**src/rtl/krt_pkg.sv**
```systemverilog
package krt_pkg;

  localparam int unsigned KeyW  = 31;
  localparam int unsigned PayW  = 32;
  localparam int unsigned CmdW  = 2;
  localparam int unsigned StatW = 3;
  localparam int unsigned PosW  = 7;
  localparam int unsigned CapW  = 7;
  localparam int unsigned CfgIdxW = 1;

  // command codes (the unused code behaves as a search)
  localparam logic [CmdW-1:0] CMD_SEARCH = 2'd0;
  localparam logic [CmdW-1:0] CMD_INSERT = 2'd1;
  localparam logic [CmdW-1:0] CMD_REMOVE = 2'd2;

  // result status codes
  localparam logic [StatW-1:0] ST_OK    = 3'd0;
  localparam logic [StatW-1:0] ST_FULL  = 3'd1;
  localparam logic [StatW-1:0] ST_EMPTY = 3'd2;
  localparam logic [StatW-1:0] ST_DUP   = 3'd3;
  localparam logic [StatW-1:0] ST_MISS  = 3'd4;

  // configuration register indexes
  localparam logic [CfgIdxW-1:0] CFG_ORDERED  = 1'b0;
  localparam logic [CfgIdxW-1:0] CFG_CAPACITY = 1'b1;

  // per-cycle controls broadcast to every cell
  typedef struct packed {
    logic cmp;        // compare against the item key, load the conveyor
    logic tok_shift;  // conveyor moves one cell toward index 0
    logic ins;        // open a slot at pos and write the new word
    logic rem;        // close the slot at pos
    logic mv;         // cell at pos takes its conveyor word
  } krt_cell_ctrl_t;

endpackage

```
**src/rtl/krt_cell.sv**
```systemverilog
module krt_cell import krt_pkg::*; #(
  parameter int unsigned CW  = 7,
  parameter int unsigned IDX = 0
) (
  input  logic                clk_i,
  input  krt_cell_ctrl_t      ctrl_i,
  input  logic [CW-1:0]       pos_i,
  input  logic [CW-1:0]       bound_i,
  input  logic [KeyW-1:0]     key_i,
  input  logic [PayW-1:0]     pay_i,
  input  logic [KeyW-1:0]     lo_key_i,
  input  logic [PayW-1:0]     lo_pay_i,
  input  logic [KeyW-1:0]     hi_key_i,
  input  logic [PayW-1:0]     hi_pay_i,
  input  logic [KeyW-1:0]     hi_tok_key_i,
  input  logic [PayW-1:0]     hi_tok_pay_i,
  output logic [KeyW-1:0]     key_o,
  output logic [PayW-1:0]     pay_o,
  output logic [KeyW-1:0]     tok_key_o,
  output logic [PayW-1:0]     tok_pay_o,
  output logic                lt_o,
  output logic                eq_o
);

  localparam logic [CW-1:0] MyIdx = CW'(IDX);

  logic [KeyW-1:0] key_q, key_d, tok_key_q, tok_key_d;
  logic [PayW-1:0] pay_q, pay_d, tok_pay_q, tok_pay_d;
  logic            lt_q, lt_d, eq_q, eq_d;

  always_comb begin
    key_d     = key_q;
    pay_d     = pay_q;
    tok_key_d = tok_key_q;
    tok_pay_d = tok_pay_q;
    lt_d      = lt_q;
    eq_d      = eq_q;
    if (ctrl_i.cmp) begin
      lt_d      = key_q < key_i;
      eq_d      = key_q == key_i;
      tok_key_d = key_q;
      tok_pay_d = pay_q;
    end else if (ctrl_i.tok_shift) begin
      tok_key_d = hi_tok_key_i;
      tok_pay_d = hi_tok_pay_i;
    end
    if (ctrl_i.ins) begin
      if (MyIdx == pos_i) begin
        key_d = key_i;
        pay_d = pay_i;
      end else if (MyIdx > pos_i && MyIdx <= bound_i) begin
        key_d = lo_key_i;
        pay_d = lo_pay_i;
      end
    end else if (ctrl_i.rem) begin
      if (MyIdx >= pos_i && MyIdx < bound_i) begin
        key_d = hi_key_i;
        pay_d = hi_pay_i;
      end
    end else if (ctrl_i.mv && MyIdx == pos_i) begin
      key_d = tok_key_q;
      pay_d = tok_pay_q;
    end
  end

  always_ff @(posedge clk_i) begin
    key_q     <= key_d;
    pay_q     <= pay_d;
    tok_key_q <= tok_key_d;
    tok_pay_q <= tok_pay_d;
    lt_q      <= lt_d;
    eq_q      <= eq_d;
  end

  assign key_o     = key_q;
  assign pay_o     = pay_q;
  assign tok_key_o = tok_key_q;
  assign tok_pay_o = tok_pay_q;
  assign lt_o      = lt_q;
  assign eq_o      = eq_q;

endmodule

```
**config.mk**
```make
export PLATFORM = sky130hd
export DESIGN_NAME = krt_cell
export DESIGN_NICKNAME = d
export VERILOG_FILES = /design/src/rtl/krt_pkg.sv /design/src/rtl/krt_cell.sv
export SDC_FILE = /design/constraint.sdc
export NUM_CORES = 1
export LEC_CHECK = 0
export BUFFER_PORTS_ARGS = -buffer_cell sky130_fd_sc_hd__buf_2
export CAP_MARGIN = 40
export CORE_AREA = 2 2 154 156
export DETAILED_ROUTE_END_ITERATION = 12
export DIE_AREA = 0 0 156 158
export PLACE_DENSITY = 0.59
export SETUP_SLACK_MARGIN = 0.2
export SYNTH_ARGS = -nofsm -noshare
export SYNTH_HDL_FRONTEND = slang
export SYNTH_SLANG_ARGS = --single-unit
```
**constraint.sdc**
```tcl
create_clock -name clk_i -period 10.1 [get_ports clk_i]
set_input_delay 1.515 -clock clk_i [delete_from_list [all_inputs] [get_ports clk_i]]
set_output_delay 1.515 -clock clk_i [all_outputs]
set_load 0.02 [all_outputs]
```
# == Word level (Yosys, flattened, before mapping) ==
# Index checks and enable logic that the tools add are counted.
# classes
eq_ne,3
bitwise_logic,0
add_sub_neg,0
n_shift,0
order_cmp,5
mux,16
reduce_logical,7
mul,0
div,0
# ops
cell,count
32-bit two-way mux,8
31-bit two-way mux,8
31-bit == test,1
31-bit < comparator,1
"1-bit by 7-bit >= comparator with 1-bit output, first input constant",1
"1-bit by 7-bit > comparator with 1-bit output, first input constant",1
"1-bit by 7-bit <= comparator with 1-bit output, first input constant",1
7-bit logical NOT,1
"1-bit by 7-bit < comparator with 1-bit output, first input constant",1
"3-bit by 1-bit != test with 1-bit output, second input constant",2
1-bit logical AND,3
3-bit AND reduction,1
3-bit nonzero test,1
2-bit nonzero test,1
# totals
latchBits,0
out_inout_bits,128
memories,0
romBits,0
ram_bits,0
register_bits,128

# == Logic depth before layout (Yosys ltp) ==
# depth
ltp_word,5
mapped_depth,7
depth_no_buf,7

# == Least setup slack after synthesis ==
# OpenSTA, ideal clock, no wires.
# synth_path
path_kind,input to register
from,in pos_i[3]
to,"reg key_q[0], in the netlist key_o[0], enable pin"
arrival_time_ps,4879
path_stages,5
path_slack_ps,4737
required_time_ps,9616
cell_sequence,nor4_1 > nand2_1 > buf_6 > buf_2 > nor2_1
# synth_between
elab_chain_len,4
word_cells_on_any_way,10
classes_between,order compare (2); eq/ne (2); reduce/logical (6)
# synth_rtl
element,line_no,source
from (decl),krt_cell.sv:7,"input logic [CW-1:0] pos_i,"
1-bit by 7-bit > comparator with 1-bit output (tied with other cells),krt_cell.sv:51,end else if (MyIdx > pos_i && MyIdx <= bound_i) begin
1-bit logical AND (on tied branches),"krt_cell.sv:51, krt_cell.sv:56, krt_cell.sv:60",
3-bit by 1-bit != test with 1-bit output (no source line) or 3-bit nonzero test (tied branches),n/a,
3-bit AND reduction (no source line) (*),n/a,
to (signal assigned),krt_cell.sv:67,key_q <= key_d;
to (decl),krt_cell.sv:27,"logic [KeyW-1:0] key_q, key_d, tok_key_q, tok_key_d;"
# Every way passes the cells marked *; elsewhere a longest branch is shown, timed or not.
# A chain may end at the register's enable or synchronous reset.

# == Worst setup path in the final report ==
# layout_path
from,in pos_i[3]
to,"reg pay_q[12], in the netlist pay_o[12], data pin"
# layout_between
elab_chain_len,3
# layout_rtl
element,line_no,source
7-bit logical NOT,krt_cell.sv:48,if (MyIdx == pos_i) begin
32-bit two-way mux,krt_cell.sv:48,
32-bit two-way mux,krt_cell.sv:47,if (ctrl_i.ins) begin
net pay_d[12],krt_cell.sv:28,"logic [PayW-1:0] pay_q, pay_d, tok_pay_q, tok_pay_d;"
to (signal assigned),krt_cell.sv:68,pay_q <= pay_d;
to (decl),krt_cell.sv:28,
# The timed path passes the listed nets, and every way through them passes these cells.

==> impl_metrics.ini <==
[critical_path]
critPathMaxStageDelay_ns = 0.51
crit_path_end_kind = flop
cp.depth = 6
ff2ff_path_depth = 6
startpoint_type = input port
crit_slowest_cell = buf_4
critical-path-top-delay-family = simple AND/OR/NAND/NOR gates
worstPathArrival_ns = 3.39
worstSetupPathType = in2reg
cp_num_buf_inv = 2
reg2reg_slack_ns = 8.06
cp.required_ns = 10.22
crit_fanout = 51
cp_cell_sequence = buf_2 > nor4_1 > nand2_4 > buf_4 > mux2i_1 > a21oi_1

[finish]
final_common_cell = buf_2
final_cells = 1320
final_util = 0.443
drive_gt1_frac = 0.489
fin_area_sq_um = 10200
final_cell_mix = 396 x buf_2, 128 x edfxtp_1, 105 x a21oi_1
syn_to_final_growth_pct = 38.5
antennaDiodeCount = 0
nNetsFinal = 1320

[clock_network]
post_cts_resize_count = 0
cts.path.max_buffers = 2
cts_made_buffers = 17
cts_hold_buf = 0
clock_insertion_delay_worst_skew_ns = 0.41
htree_levels = 4
cts_tree = yes
clk_pin_slew_ns = 0.06
clock-root-buffer = clkbuf_16
numClockSinks = 128
cts_setup_buffers = 0

[route]
drcViolationCount = 0
viasPerCell = 4.84
drtIter0Drc = 318
wl_per_cell_um = 18.2
dr.pass1.iters = 4
vias = 6393
ant_nets = 0
drt_wl_total_mm = 24.0

[floorplanning]
initial_core_util = 0.320
core_area_sq_um = 23100
rows = 56
die-area_sq_um = 24600
die_h_um = 158
io_pins = 400
die_x_um = 156

[timing]
timing.fmax_mhz = 306
slew_violations = 0
fin_skew_ns = 0.0109
rsz0062_at_grt = false
finalSetupViolCount = 0
finalHoldViolations = 0
whs_ns = 0.571
finalSetupTns_ns = 0
tightest_slew_ns = 0.796
setup_ws_ns = 6.83
period_share = 0.324
period_needed_ns = 3.27
max_slew_margin = 0.469

[yosys]
yosys.area.top_type_share = 0.522
synthXorXnorAreaFrac = 0
synth.distinct_cells = 31
synth_seq_cells = 128
synthCells = 637
synth_area_sq_um = 7370
syn_area_per_cell_sq_um = 11.6
synth_warnings = 0
synthAdderAreaFrac = 0.0527
yosys.area_share.simple = 0.0895
synth_top_area_cell = edfxtp_1
synth_mux_area_frac = 0.141
synth_top_family_by_area = compound AO/OA/AOI/OAI gates
synth_nets = 940
seq_area_frac_synth = 0.522
ys_top_cells_by_area = edfxtp_1 52%, mux2_2 9.6%, a21oi_1 7.1%
synth_compound_area_frac = 0.149

[place]
dpl.hpwl_mm = 18.0
port_buffers = 399
gp_congestion = 0.841
pre_cts_slack_ns = 6.35
dp_cells = 1288
dpl_cell_area_sq_um = 9620

[hold_path]
hold_path.class = reg2reg
whs_path_depth = 1

[global_route]
track_usage = 0.185
grt-ovfl-total = 0
antenna_found_initial = 2
first_global_vias = 6206
grt_max_degree = 72
grt_pass1_wl_mm = 34.5

[pwr]
leakagePower_nw = 4.67
vdd_drop_max_mv = 0.101
finalPower_mw = 1.44
p_per_area_nw_per_um2 = 141

[run_status]
status = finished clean

[job]
maxCapViolations = 0
-- cell usage after synthesis, drive strengths merged --
library cell,n
o21ai,3
a21boi,1
nand3,5
a21o,2
a21oi,105
ha,31
a211oi,63
nor2,36
buf,21
clkbuf,24
a221oi,1
nor2b,63
and3,2
a2111o,1
or2,1
o221ai,1
nor3,2
nand2,8
a31oi,2
a221o,1
edfxtp,128
nor4,3
mux2,63
o21a,1
mux2i,33
nand4,4
inv,32
-- path summary, 6_finish.rpt --
path	from	end
hold / removal	pay_o[19]	tok_pay_o[19]
setup / recovery	pos_i[3]	pay_o[12]
setup reg to reg	key_o[29]	lt_o
hold reg to reg	pay_o[19]	tok_pay_o[19]
-- where the power goes --
part	internal (mW)	switching, mW	total [mW]
logic	0.0971	0.110	0.207
clock network	0.368	0.249	0.617
registers	0.610	0.00898	0.619
total	1.07	0.368	1.44
-- flip-flops by register name, summed over array words and instances (netlist names) --
| name | cells |
|---|---|
| tok_key_o | 31 |
| key_o | 31 |
| eq_o | 1 |
| tok_pay_o | 32 |
| lt_o | 1 |
| pay_o | 32 |
-- metal layers --
layer	up-vias	global-route usage	wire, um
met5	-	0	27
met4	4	0.0415	196
met3	13	0.0468	1540
met2	240	0.329	12000
met1	2976	0.227	10300
li1	3160	-	-
-- cell families (layout without fill, tap and decap cells) --
family	after synthesis	after routing
flops	128	128
fa+ha+maj	31	31
simple gates	124	124
compound gates	181	181
buf+inv	77	470
mux	96	96
-- layout make-up --
type                    instances  area (sq um)
clock inverters                14           160
inverters                      32           120
repair buffers                406          2090
fillers                      2264         12800
clock buffers                  18           429
flip-flops and latches        128          3840
well taps                     290           363
multi-input cells             432          3200
Note: power is estimated with default switching activity, not from simulation.
